## config.mk

```make
export PLATFORM = sky130hd
export DESIGN_NAME = sbus_frame_receiver_core_flat
export DESIGN_NICKNAME = d
export VERILOG_FILES = /design/src/design/sfr_pkg.sv /design/src/design/sfr_if.sv /design/src/design/sfr_ram.sv /design/src/design/sfr_front.sv /design/src/design/sfr_queue.sv /design/src/design/sfr_back.sv /design/src/design/sbus_frame_receiver_core.sv /design/src/flat_wrapper.sv
export SDC_FILE = /design/constraint.sdc
export NUM_CORES = 1
export LEC_CHECK = 0
export BUFFER_PORTS_ARGS = -buffer_cell sky130_fd_sc_hd__buf_4
export CAP_MARGIN = 10
export CORE_ASPECT_RATIO = 1.25
export CORE_MARGIN = 2
export CORE_UTILIZATION = 40
export CTS_CLUSTER_DIAMETER = 100
export DETAILED_ROUTE_END_ITERATION = 16
export PLACE_DENSITY = 0.57
export SLEW_MARGIN = 20
export SYNTH_ARGS = -nofsm -noshare
export SYNTH_HDL_FRONTEND = slang
export SYNTH_HIERARCHICAL = 1
export SYNTH_SLANG_ARGS = --single-unit
```

## constraint.sdc

```tcl
create_clock -name i_clk -period 5.1 [get_ports i_clk]
set_clock_uncertainty 0.15 [all_clocks]
set_input_delay 0.255 -clock i_clk [delete_from_list [all_inputs] [get_ports i_clk]]
set_output_delay 0.255 -clock i_clk [all_outputs]
set_load 0.1 [all_outputs]
```

## src/design/sfr_pkg.sv

```systemverilog
// Shared types, constants and register codes for the SBUS frame receiver.
`timescale 1ns / 1ps
package sfr_pkg;

    // Frame layout
    localparam int PAYLOAD_BYTES_DEF = 24;
    localparam int NUM_CHANNELS      = 16;
    localparam int CHAN_BITS         = 11;
    localparam int CH_IDX_W          = $clog2(NUM_CHANNELS);
    localparam int FLAG_BYTE         = 22;
    localparam logic [CHAN_BITS-1:0] CHAN_MASK = 11'h7FF;

    // Bit accumulator in the channel unpacker: up to ten leftover bits plus one byte
    localparam int ACC_W = CHAN_BITS - 1 + 8;
    localparam int NB_W  = $clog2(ACC_W + 1);

    // Idle tick counter
    localparam int IDLE_W = 17;

    // Configuration port
    localparam int CFG_IDX_W  = 3;
    localparam int CFG_DATA_W = 16;

    typedef enum logic [CFG_IDX_W-1:0] {
        CFG_HEADER     = 3'd0,
        CFG_FOOTER     = 3'd1,
        CFG_ALT_MASK   = 3'd2,
        CFG_ALT_VALUE  = 3'd3,
        CFG_LOST_MASK  = 3'd4,
        CFG_FS_MASK    = 3'd5,
        CFG_TIMEOUT    = 3'd6
    } t_cfg_idx;

    localparam logic [7:0]  RST_HEADER    = 8'd15;
    localparam logic [7:0]  RST_FOOTER    = 8'd0;
    localparam logic [7:0]  RST_ALT_MASK  = 8'd15;
    localparam logic [7:0]  RST_ALT_VALUE = 8'd4;
    localparam logic [7:0]  RST_LOST_MASK = 8'd4;
    localparam logic [7:0]  RST_FS_MASK   = 8'd8;
    localparam logic [15:0] RST_TIMEOUT   = 16'd7000;

    // Completed frame handed from the front end to the unpacker
    typedef struct packed {
        logic bank;
        logic failsafe;
        logic lost_frame;
    } t_frame_tok;

    // Unpacker gives a payload bank back to the front end
    typedef struct packed {
        logic valid;
        logic bank;
    } t_release;

    typedef enum logic [1:0] {
        BK_IDLE,
        BK_READ,
        BK_LOAD,
        BK_EMIT
    } t_back_state;

endpackage

```

## src/design/sfr_if.sv

```systemverilog
// Handshake channels of the SBUS frame receiver: received items and channel results.
`timescale 1ns / 1ps
interface sfr_item_if;
    logic       valid;
    logic       ready;
    logic       kind;
    logic [7:0] rx_byte;

    modport source (output valid, kind, rx_byte, input ready);
    modport sink   (input valid, kind, rx_byte, output ready);
endinterface

interface sfr_chan_if;
    logic        valid;
    logic        ready;
    logic [3:0]  channel_index;
    logic [10:0] channel_value;
    logic        failsafe;
    logic        lost_frame;
    logic        last;

    modport source (output valid, channel_index, channel_value, failsafe, lost_frame, last,
                    input ready);
    modport sink   (input valid, channel_index, channel_value, failsafe, lost_frame, last,
                    output ready);
endinterface

```

## src/design/sfr_ram.sv

```systemverilog
// Generic single-write, single-read RAM with registered read data.
`timescale 1ns / 1ps
module sfr_ram #(
    parameter int WIDTH = 8,
    parameter int DEPTH = 64
) (
    input  logic                     i_clk,
    input  logic                     i_we,
    input  logic [$clog2(DEPTH)-1:0] i_waddr,
    input  logic [WIDTH-1:0]         i_wdata,
    input  logic                     i_re,
    input  logic [$clog2(DEPTH)-1:0] i_raddr,
    output logic [WIDTH-1:0]         o_rdata
);

    logic [WIDTH-1:0] r_mem [DEPTH];
    logic [WIDTH-1:0] r_rdata;

    // Write port
    always_ff @(posedge i_clk) begin
        if (i_we) begin
            r_mem[i_waddr] <= i_wdata;
        end
    end

    // Registered read port
    always_ff @(posedge i_clk) begin
        if (i_re) begin
            r_rdata <= r_mem[i_raddr];
        end
    end

    assign o_rdata = r_rdata;

endmodule

```

## src/design/sfr_front.sv

```systemverilog
// Front end: configuration registers, idle timeout, frame hunt and payload capture.
`timescale 1ns / 1ps
module sfr_front #(
    parameter int PAYLOAD_BYTES = sfr_pkg::PAYLOAD_BYTES_DEF
) (
    input  logic                                i_clk,
    input  logic                                i_rst_n,
    sfr_item_if.sink                            i_item,
    input  logic                                i_cfg_we,
    input  logic [sfr_pkg::CFG_IDX_W-1:0]       i_cfg_index,
    input  logic [sfr_pkg::CFG_DATA_W-1:0]      i_cfg_data,
    output logic                                o_ram_we,
    output logic [$clog2(PAYLOAD_BYTES):0]      o_ram_waddr,
    output logic [7:0]                          o_ram_wdata,
    output logic                                o_push,
    output sfr_pkg::t_frame_tok                 o_tok,
    input  logic                                i_queue_full,
    input  sfr_pkg::t_release                   i_release
);
    import sfr_pkg::*;

    localparam int POS_W = $clog2(PAYLOAD_BYTES + 1);
    localparam int SA_W  = $clog2(PAYLOAD_BYTES);

    // Configuration registers
    logic [7:0]  r_header, r_footer, r_alt_mask, r_alt_value, r_lost_mask, r_fs_mask;
    logic [15:0] r_timeout;

    // Receive state
    logic [POS_W-1:0]  r_pos, n_pos;
    logic [7:0]        r_prev;
    logic [IDLE_W-1:0] r_idle, n_idle;
    logic              r_wbank;
    logic [1:0]        r_busy, n_busy;
    logic [7:0]        r_flags;

    logic             byte_acc, tick_acc, timed_out, hunting, last_slot;
    logic             prev_footer, byte_footer;
    logic [POS_W-1:0] pos_eff;
    logic [SA_W-1:0]  slot;

    // Apply configuration writes; unknown indexes are dropped
    always_ff @(posedge i_clk) begin
        if (!i_rst_n) begin
            r_header    <= RST_HEADER;
            r_footer    <= RST_FOOTER;
            r_alt_mask  <= RST_ALT_MASK;
            r_alt_value <= RST_ALT_VALUE;
            r_lost_mask <= RST_LOST_MASK;
            r_fs_mask   <= RST_FS_MASK;
            r_timeout   <= RST_TIMEOUT;
        end else if (i_cfg_we) begin
            case (t_cfg_idx'(i_cfg_index))
                CFG_HEADER:    r_header    <= i_cfg_data[7:0];
                CFG_FOOTER:    r_footer    <= i_cfg_data[7:0];
                CFG_ALT_MASK:  r_alt_mask  <= i_cfg_data[7:0];
                CFG_ALT_VALUE: r_alt_value <= i_cfg_data[7:0];
                CFG_LOST_MASK: r_lost_mask <= i_cfg_data[7:0];
                CFG_FS_MASK:   r_fs_mask   <= i_cfg_data[7:0];
                CFG_TIMEOUT:   r_timeout   <= i_cfg_data;
                default: ;
            endcase
        end
    end

    // Hold byte items while the bank to be filled still waits for the unpacker
    assign i_item.ready = i_item.kind | ~r_busy[r_wbank];

    assign byte_acc = i_item.valid & i_item.ready & ~i_item.kind;
    assign tick_acc = i_item.valid & i_item.ready & i_item.kind;

    // Classify the byte: timeout first, then hunt or store
    assign timed_out   = r_idle > IDLE_W'(r_timeout);
    assign pos_eff     = timed_out ? '0 : r_pos;
    assign hunting     = (pos_eff == '0) || (pos_eff > POS_W'(PAYLOAD_BYTES));
    assign last_slot   = pos_eff == POS_W'(PAYLOAD_BYTES);
    assign slot        = SA_W'(pos_eff - POS_W'(1));
    assign prev_footer = (r_prev == r_footer) || ((r_prev & r_alt_mask) == r_alt_value);
    assign byte_footer = (i_item.rx_byte == r_footer) ||
                         ((i_item.rx_byte & r_alt_mask) == r_alt_value);

    always_comb begin
        n_pos = r_pos;
        if (byte_acc) begin
            if (hunting) begin
                n_pos = (i_item.rx_byte == r_header && prev_footer) ? POS_W'(1) : '0;
            end else if (last_slot) begin
                n_pos = '0;
            end else begin
                n_pos = pos_eff + POS_W'(1);
            end
        end
    end

    // Count ticks since the last byte, saturating
    always_comb begin
        n_idle = r_idle;
        if (byte_acc) begin
            n_idle = '0;
        end else if (tick_acc && r_idle != '1) begin
            n_idle = r_idle + IDLE_W'(1);
        end
    end

    // Payload store write and frame completion
    assign o_ram_we    = byte_acc & ~hunting;
    assign o_ram_waddr = {r_wbank, slot};
    assign o_ram_wdata = i_item.rx_byte;
    assign o_push      = o_ram_we & last_slot & byte_footer;

    assign o_tok.bank       = r_wbank;
    assign o_tok.failsafe   = |(r_flags & r_fs_mask);
    assign o_tok.lost_frame = |(r_flags & r_lost_mask);

    // Mark banks handed to the unpacker, clear them when it is done
    always_comb begin
        n_busy = r_busy;
        if (o_push) begin
            n_busy[r_wbank] = 1'b1;
        end
        if (i_release.valid) begin
            n_busy[i_release.bank] = 1'b0;
        end
    end

    always_ff @(posedge i_clk) begin
        if (!i_rst_n) begin
            r_pos   <= '0;
            r_prev  <= '0;
            r_idle  <= '0;
            r_wbank <= 1'b0;
            r_busy  <= '0;
        end else begin
            r_pos  <= n_pos;
            r_idle <= n_idle;
            r_busy <= n_busy;
            // Previous byte follows every byte, frame end included
            if (byte_acc) begin
                r_prev <= i_item.rx_byte;
            end
            if (o_push) begin
                r_wbank <= ~r_wbank;
            end
        end
    end

    // Keep the flag byte for the token
    always_ff @(posedge i_clk) begin
        if (o_ram_we && slot == SA_W'(FLAG_BYTE)) begin
            r_flags <= i_item.rx_byte;
        end
    end

    a_no_write_busy_bank: assert property (@(posedge i_clk) disable iff (!i_rst_n)
        o_ram_we |-> !r_busy[r_wbank])
        else $error("payload write into a bank held by the unpacker");

    a_push_has_room: assert property (@(posedge i_clk) disable iff (!i_rst_n)
        o_push |-> !i_queue_full)
        else $error("frame token pushed into a full queue");

endmodule

```

## src/design/sfr_queue.sv

```systemverilog
// Two-entry queue of completed frame tokens between front end and unpacker.
`timescale 1ns / 1ps
module sfr_queue (
    input  logic                i_clk,
    input  logic                i_rst_n,
    input  logic                i_push,
    input  sfr_pkg::t_frame_tok i_tok,
    input  logic                i_pop,
    output logic                o_valid,
    output logic                o_full,
    output sfr_pkg::t_frame_tok o_tok
);
    import sfr_pkg::*;

    t_frame_tok r_buf [2];
    logic       r_wptr, r_rptr;
    logic [1:0] r_count, n_count;

    assign o_valid = r_count != 2'd0;
    assign o_full  = r_count == 2'd2;
    assign o_tok   = r_buf[r_rptr];

    always_comb begin
        n_count = r_count;
        if (i_push && !i_pop) begin
            n_count = r_count + 2'd1;
        end else if (i_pop && !i_push) begin
            n_count = r_count - 2'd1;
        end
    end

    // Advance pointers
    always_ff @(posedge i_clk) begin
        if (!i_rst_n) begin
            r_wptr  <= 1'b0;
            r_rptr  <= 1'b0;
            r_count <= 2'd0;
        end else begin
            r_count <= n_count;
            if (i_push) begin
                r_wptr <= ~r_wptr;
            end
            if (i_pop) begin
                r_rptr <= ~r_rptr;
            end
        end
    end

    always_ff @(posedge i_clk) begin
        if (i_push) begin
            r_buf[r_wptr] <= i_tok;
        end
    end

    a_pop_not_empty: assert property (@(posedge i_clk) disable iff (!i_rst_n)
        i_pop |-> o_valid)
        else $error("token popped from an empty queue");

endmodule

```

## src/design/sfr_back.sv

```systemverilog
// Unpacker: reads a stored frame byte by byte and emits sixteen 11-bit channels.
`timescale 1ns / 1ps
module sfr_back #(
    parameter int PAYLOAD_BYTES = sfr_pkg::PAYLOAD_BYTES_DEF
) (
    input  logic                           i_clk,
    input  logic                           i_rst_n,
    input  logic                           i_tok_valid,
    input  sfr_pkg::t_frame_tok            i_tok,
    output logic                           o_pop,
    output logic                           o_ram_re,
    output logic [$clog2(PAYLOAD_BYTES):0] o_ram_raddr,
    input  logic [7:0]                     i_ram_rdata,
    output sfr_pkg::t_release              o_release,
    sfr_chan_if.source                     o_chan
);
    import sfr_pkg::*;

    localparam int SA_W = $clog2(PAYLOAD_BYTES);

    t_back_state          r_state, n_state;
    logic                 r_bank, r_fs, r_lf;
    logic [SA_W-1:0]      r_rd;
    logic [ACC_W-1:0]     r_acc;
    logic [NB_W-1:0]      r_nbits;
    logic [CH_IDX_W-1:0]  r_chan;

    logic                 r_out_valid;
    logic [CH_IDX_W-1:0]  r_out_index;
    logic [CHAN_BITS-1:0] r_out_value;
    logic                 r_out_fs, r_out_lf, r_out_last;

    logic out_free, emit, chan_last;

    assign out_free  = ~r_out_valid | o_chan.ready;
    assign chan_last = r_chan == CH_IDX_W'(NUM_CHANNELS - 1);

    // Next state
    always_comb begin
        n_state = r_state;
        case (r_state)
            BK_IDLE: begin
                if (i_tok_valid) begin
                    n_state = BK_READ;
                end
            end
            BK_READ: n_state = BK_LOAD;
            BK_LOAD: begin
                n_state = (r_nbits + NB_W'(8) >= NB_W'(CHAN_BITS)) ? BK_EMIT : BK_READ;
            end
            BK_EMIT: begin
                if (out_free) begin
                    if (chan_last) begin
                        n_state = BK_IDLE;
                    end else if (r_nbits - NB_W'(CHAN_BITS) >= NB_W'(CHAN_BITS)) begin
                        n_state = BK_EMIT;
                    end else begin
                        n_state = BK_READ;
                    end
                end
            end
            default: n_state = BK_IDLE;
        endcase
    end

    // State outputs
    always_comb begin
        o_pop    = 1'b0;
        o_ram_re = 1'b0;
        emit     = 1'b0;
        case (r_state)
            BK_IDLE: o_pop    = i_tok_valid;
            BK_READ: o_ram_re = 1'b1;
            BK_EMIT: emit     = out_free;
            default: ;
        endcase
    end

    assign o_ram_raddr       = {r_bank, r_rd};
    assign o_release.valid   = emit & chan_last;
    assign o_release.bank    = r_bank;

    always_ff @(posedge i_clk) begin
        if (!i_rst_n) begin
            r_state     <= BK_IDLE;
            r_out_valid <= 1'b0;
        end else begin
            r_state <= n_state;
            if (emit) begin
                r_out_valid <= 1'b1;
            end else if (o_chan.ready) begin
                r_out_valid <= 1'b0;
            end
        end
    end

    // Bit accumulator: append bytes LSB-first, drop channels from the bottom
    always_ff @(posedge i_clk) begin
        if (o_pop) begin
            r_bank  <= i_tok.bank;
            r_fs    <= i_tok.failsafe;
            r_lf    <= i_tok.lost_frame;
            r_rd    <= '0;
            r_acc   <= '0;
            r_nbits <= '0;
            r_chan  <= '0;
        end
        if (o_ram_re) begin
            r_rd <= r_rd + SA_W'(1);
        end
        if (r_state == BK_LOAD) begin
            r_acc   <= r_acc | (ACC_W'(i_ram_rdata) << r_nbits);
            r_nbits <= r_nbits + NB_W'(8);
        end
        if (emit) begin
            r_acc       <= r_acc >> CHAN_BITS;
            r_nbits     <= r_nbits - NB_W'(CHAN_BITS);
            r_chan      <= r_chan + CH_IDX_W'(1);
            r_out_index <= r_chan;
            r_out_value <= r_acc[CHAN_BITS-1:0] & CHAN_MASK;
            r_out_fs    <= r_fs;
            r_out_lf    <= r_lf;
            r_out_last  <= chan_last;
        end
    end

    assign o_chan.valid         = r_out_valid;
    assign o_chan.channel_index = r_out_index;
    assign o_chan.channel_value = r_out_value;
    assign o_chan.failsafe      = r_out_fs;
    assign o_chan.lost_frame    = r_out_lf;
    assign o_chan.last          = r_out_last;

    a_emit_has_bits: assert property (@(posedge i_clk) disable iff (!i_rst_n)
        (r_state == BK_EMIT) |-> (r_nbits >= NB_W'(CHAN_BITS)))
        else $error("channel emitted with too few accumulated bits");

    a_load_after_read: assert property (@(posedge i_clk) disable iff (!i_rst_n)
        o_ram_re |=> (r_state == BK_LOAD))
        else $error("store read not followed by a load");

endmodule

```

## src/design/sbus_frame_receiver_core.sv

```systemverilog
// Top level of the SBUS frame receiver: front end, token queue, payload RAM, unpacker.
//
//  Port       | Dir | Handshake    | Carries
//  -----------+-----+--------------+-------------------------------------------
//  i_item     | in  | valid/ready  | kind (byte or microsecond tick), rx_byte
//  o_chan     | out | valid/ready  | channel_index, channel_value, flags, last
//  i_cfg_*    | in  | write enable | register index and data, no read-back
//
//  A completed frame is unpacked by popping its token, then reading and loading each
//  of its 22 payload bytes through the single read port of the payload RAM and
//  emitting each of the 16 channels once enough bits are held; an emit waits while
//  the output stalls. Two payload banks let a new frame be captured while the
//  previous one unpacks; bytes stall only when both banks wait. Synchronous reset
//  restores register defaults and the header hunt; the payload RAM is not cleared.
`timescale 1ns / 1ps
module sbus_frame_receiver_core #(
    parameter int PAYLOAD_BYTES = sfr_pkg::PAYLOAD_BYTES_DEF
) (
    input  logic                           i_clk,
    input  logic                           i_rst_n,
    sfr_item_if.sink                       i_item,
    sfr_chan_if.source                     o_chan,
    input  logic                           i_cfg_we,
    input  logic [sfr_pkg::CFG_IDX_W-1:0]  i_cfg_index,
    input  logic [sfr_pkg::CFG_DATA_W-1:0] i_cfg_data
);
    import sfr_pkg::*;

    localparam int RAM_AW = $clog2(PAYLOAD_BYTES) + 1;

    logic              ram_we, ram_re;
    logic [RAM_AW-1:0] ram_waddr, ram_raddr;
    logic [7:0]        ram_wdata, ram_rdata;
    logic              push, pop, q_valid, q_full;
    t_frame_tok        push_tok, pop_tok;
    t_release          release_bank;

    sfr_front #(
        .PAYLOAD_BYTES (PAYLOAD_BYTES)
    ) u_front (
        .i_clk        (i_clk),
        .i_rst_n      (i_rst_n),
        .i_item       (i_item),
        .i_cfg_we     (i_cfg_we),
        .i_cfg_index  (i_cfg_index),
        .i_cfg_data   (i_cfg_data),
        .o_ram_we     (ram_we),
        .o_ram_waddr  (ram_waddr),
        .o_ram_wdata  (ram_wdata),
        .o_push       (push),
        .o_tok        (push_tok),
        .i_queue_full (q_full),
        .i_release    (release_bank)
    );

    sfr_queue u_queue (
        .i_clk   (i_clk),
        .i_rst_n (i_rst_n),
        .i_push  (push),
        .i_tok   (push_tok),
        .i_pop   (pop),
        .o_valid (q_valid),
        .o_full  (q_full),
        .o_tok   (pop_tok)
    );

    // Two payload banks
    sfr_ram #(
        .WIDTH (8),
        .DEPTH (2 ** RAM_AW)
    ) u_payload_ram (
        .i_clk   (i_clk),
        .i_we    (ram_we),
        .i_waddr (ram_waddr),
        .i_wdata (ram_wdata),
        .i_re    (ram_re),
        .i_raddr (ram_raddr),
        .o_rdata (ram_rdata)
    );

    sfr_back #(
        .PAYLOAD_BYTES (PAYLOAD_BYTES)
    ) u_back (
        .i_clk       (i_clk),
        .i_rst_n     (i_rst_n),
        .i_tok_valid (q_valid),
        .i_tok       (pop_tok),
        .o_pop       (pop),
        .o_ram_re    (ram_re),
        .o_ram_raddr (ram_raddr),
        .i_ram_rdata (ram_rdata),
        .o_release   (release_bank),
        .o_chan      (o_chan)
    );

endmodule
```

## src/flat_wrapper.sv

```systemverilog
// flat-port wrapper written by rule: the top's interface ports become plain ports
module sbus_frame_receiver_core_flat import sfr_pkg::*;
#(
    parameter int PAYLOAD_BYTES = sfr_pkg::PAYLOAD_BYTES_DEF
)
  (i_clk, i_rst_n, i_cfg_we, i_cfg_index, i_cfg_data, i_item_valid, i_item_kind, i_item_rx_byte, i_item_ready, o_chan_valid, o_chan_channel_index, o_chan_channel_value, o_chan_failsafe, o_chan_lost_frame, o_chan_last, o_chan_ready);
  sfr_item_if i_item_i ();
  sfr_chan_if o_chan_i ();
  input  logic i_clk;
  input  logic i_rst_n;
  input  logic i_cfg_we;
  input  logic [sfr_pkg::CFG_IDX_W-1:0] i_cfg_index;
  input  logic [sfr_pkg::CFG_DATA_W-1:0] i_cfg_data;
  input wire logic [$bits(i_item_i.valid)-1:0] i_item_valid;
  input wire logic [$bits(i_item_i.kind)-1:0] i_item_kind;
  input wire logic [$bits(i_item_i.rx_byte)-1:0] i_item_rx_byte;
  output wire logic [$bits(i_item_i.ready)-1:0] i_item_ready;
  output wire logic [$bits(o_chan_i.valid)-1:0] o_chan_valid;
  output wire logic [$bits(o_chan_i.channel_index)-1:0] o_chan_channel_index;
  output wire logic [$bits(o_chan_i.channel_value)-1:0] o_chan_channel_value;
  output wire logic [$bits(o_chan_i.failsafe)-1:0] o_chan_failsafe;
  output wire logic [$bits(o_chan_i.lost_frame)-1:0] o_chan_lost_frame;
  output wire logic [$bits(o_chan_i.last)-1:0] o_chan_last;
  input wire logic [$bits(o_chan_i.ready)-1:0] o_chan_ready;
  assign i_item_i.valid = i_item_valid;
  assign i_item_i.kind = i_item_kind;
  assign i_item_i.rx_byte = i_item_rx_byte;
  assign i_item_ready = i_item_i.ready;
  assign o_chan_valid = o_chan_i.valid;
  assign o_chan_channel_index = o_chan_i.channel_index;
  assign o_chan_channel_value = o_chan_i.channel_value;
  assign o_chan_failsafe = o_chan_i.failsafe;
  assign o_chan_lost_frame = o_chan_i.lost_frame;
  assign o_chan_last = o_chan_i.last;
  assign o_chan_i.ready = o_chan_ready;
  sbus_frame_receiver_core #(.PAYLOAD_BYTES(PAYLOAD_BYTES)) u_core (.i_clk(i_clk), .i_rst_n(i_rst_n), .i_item(i_item_i), .o_chan(o_chan_i), .i_cfg_we(i_cfg_we), .i_cfg_index(i_cfg_index), .i_cfg_data(i_cfg_data));
endmodule
```

==> impl_metrics.csv <==
group,metric,value,unit
place,hpwlAfterDp,42.4,mm
place,finalWeightedCongestion,0.849,
critical_path,crit_required,5.17,ns
floorplanning,dieHeight,303,um
cells_and_area,drive_above_1_share,0.192,
logic_synthesis,yosysWarnings,6,
power,peakVddDrop,291,uV
place,port_buffers,52,
floorplanning,initial_utilization,0.404,
critical_path,cp.arrival,4.92,ns
logic_synthesis,syn-cell-area,0.0286,mm^2
drt,routed-via-count,16133,
critical_path,cp_max_fo,8,
cells_and_area,layout_common_cells,"sky130_fd_sc_hd__edfxtp_1 (576), sky130_fd_sc_hd__nand2_1 (220), sky130_fd_sc_hd__nor2_1 (131)",
critical_path,r2r_slack,0.25,ns
global_routing,via_count_of_the_first_global_routing_pass,16429,
drt,dr_drc_count,0,
sta,timing.final.hold_violations,0,
floorplanning,io-pin-count,53,
floorplanning,die_area,0.0737,mm^2
cells_and_area,areaGrowthSynthToFinish,14.2,%
drt,ant_nets,0,
min_path,hold_end,"u_core/u_front/r_idle[0]",
sta,tightest_slew,1.02,ns
run_status,status,"finished, final reports clean",
critical_path,end_kind,"flip-flop",
cells_and_area,post_layout_nonfiller_instances,2975,
cells_and_area,finish.net_count,2041,
critical_path,register_to_register_path_depth,15,
sta,final_max_slew_viol_count,0,
floorplanning,core-area,0.0708,mm^2
sta,rsz_0062_raised_after_global_routing,"true",
cells_and_area,num_antenna_cells,0,
drt,wl_per_cell,22.4,um
min_path,timing.hold.worst.start,"i_item_kind",
drt,drt-initial-drc-count,1143,
clock_network,post-cts-setup-buffer-count,0,
clock_network,worst_setup_hold_path_clk_slew,0.06,ns
job,maxCapViolCount,0,
drt,firstDrtPassIters,5,
clock_network,numClockSinks,692,
drt,detail_route.vias_per_cell,5.42,
power,total_leakage_power,0.0107,uW
sta,period_minus_slack,4.85,ns
global_routing,grtUsageTotal,0.183,
logic_synthesis,synthesized_instance_count,1856,
clock_network,cts-root-to-sink-buffers,3,
power,pwr_density_cell,475,mW/mm^2
place,post-place-cells,2824,
place,postPlaceCellArea,0.0302,mm^2
min_path,min_path_cells,5,
global_routing,grt_antenna_before_repair,1,
min_path,timing.hold.worst.class,"primary input to flip-flop",
clock_network,worst_skew_late_latency,0.60,ns
sta,finalCritPeriodShare,0.951,
sta,finalHoldWorstSlack,0.0684,ns
logic_synthesis,synth_area_per_cell,15.4,um^2
critical_path,reg_to_reg_startpoint,"u_core/u_front/r_idle[12]",
clock_network,htreeDepth,3,
sta,slew_headroom,0.323,
floorplanning,num_rows,109,
critical_path,criticalPathCategory,"flip-flop to flip-flop",
sta,report.final.setup_viol,0,
floorplanning,floorplan.die.width,243,um
cells_and_area,fillerInstances,6089,
clock_network,clock_tree_from_tritoncts,"done",
global_routing,grt_max_degree,70,
cells_and_area,commonest_non_fill_non_tap_cell_in_the_layout,"sky130_fd_sc_hd__edfxtp_1",
global_routing,grt_pass1_wl,102,mm
clock_network,cts_inserted_buffers,68,
sta,achievable-frequency,0.206,GHz
clock_network,cts_root_buffer,"sky130_fd_sc_hd__clkbuf_16",
drt,postRouteWirelength,66.7,mm
critical_path,timing.critical_path.from_type,"flip-flop",
critical_path,r2r-end,"u_core/u_payload_ram/r_mem[4][3]",
logic_synthesis,syn_nets,1917,
cells_and_area,final_cell_area,0.0327,mm^2
global_routing,grt_remaining_overflow,0,
-- final cells by class --
type                       instances  area [um^2]  share of cell area
clock buffer                      85         1790              0.0547
inverter                          36          135             0.00414
sequential                       692        19600               0.601
timing repair buffer             149         1240              0.0380
multi-input combinational       1033         8330               0.255
tap                              943         1180              0.0361
clock inverter                    37          370              0.0113
-- report_power, final --
part / internal (uW) / switching, uW / total [uW]
Combinational: 1700 / 2150 / 3860
Clock: 2810 / 2090 / 4900
Sequential: 6400 / 350 / 6750
-- critical path, stage by stage, from the launching register on --
cell                       delay, ns
sky130_fd_sc_hd__dfxtp_1        0.36
sky130_fd_sc_hd__ha_1           0.33
sky130_fd_sc_hd__nand4_1        0.20
sky130_fd_sc_hd__nor4_4         0.40
sky130_fd_sc_hd__a21boi_4       0.30
sky130_fd_sc_hd__o31ai_1        0.13
sky130_fd_sc_hd__and2_1         0.22
sky130_fd_sc_hd__inv_1          0.08
sky130_fd_sc_hd__ha_1           0.19
sky130_fd_sc_hd__nor2_1         0.07
sky130_fd_sc_hd__a31oi_1        0.31
sky130_fd_sc_hd__nand4_4        0.14
sky130_fd_sc_hd__inv_1          0.21
sky130_fd_sc_hd__nor2b_1        0.30
sky130_fd_sc_hd__nand2_1        0.34
sky130_fd_sc_hd__nor2_1         0.72
-- through the flow --
| step | setup WS [ns] | util | TNS, ns | power (uW) |
|---|---|---|---|---|
| floorplan | 0.684 | - | 0 | 9540 |
| global placement | 0.271 | 0.426 | 0 | 10700 |
| detailed placement | 0.0801 | 0.426 | 0 | 10800 |
| CTS | 0.0264 | 0.461 | 0 | 15700 |
| global route | -0.0993 | 0.462 | -2.69 | 16200 |
| finish | 0.252 | 0.462 | 0 | 15500 |
-- worst max-delay path by stage --
stage                                             from  slack (ns)                           endpoint  cells after the start
after floorplan           u_core/u_front/r_timeout[14]        0.68  u_core/u_payload_ram/r_mem[62][0]                     18
after global placement       u_core/u_front/r_idle[12]        0.27  u_core/u_payload_ram/r_mem[34][6]                     15
after detailed placement  u_core/u_front/r_timeout[14]        0.08  u_core/u_payload_ram/r_mem[34][6]                     17
after CTS                    u_core/u_front/r_idle[12]        0.03  u_core/u_payload_ram/r_mem[34][2]                     15
after global routing         u_core/u_front/r_idle[12]        -0.1   u_core/u_payload_ram/r_mem[4][3]                     15
final                        u_core/u_front/r_idle[12]        0.25   u_core/u_payload_ram/r_mem[4][3]                     15
-- layer usage --
layer | GRT usage | wire length (um) | vias to the layer above
met5 | 0 | 0 | -
met4 | 0.0634 | 1750 | 0
met3 | 0.0229 | 3040 | 115
met2 | 0.317 | 33900 | 430
met1 | 0.237 | 27900 | 8255
li1 | - | - | 7333
-- state kept, by name, indices dropped and copies added, names as in the netlist, 11 cells and up, named ones only --
signal and count:
u_core/u_front/r_timeout 16, u_core/u_front/r_idle 17, u_core/u_payload_ram/r_mem 512, u_core/u_back/r_acc 18
u_core/u_back/o_chan.channel_value 11
-- repair_timing --
action / in CTS / in global routing
endpoints found under the setup margin: 0 / 104
resized for setup: 0 / 14
hold endpoints to repair: 80 / 0
hold buffers: 29 / 0
No activity file was read; power rests on OpenSTA's default activity.
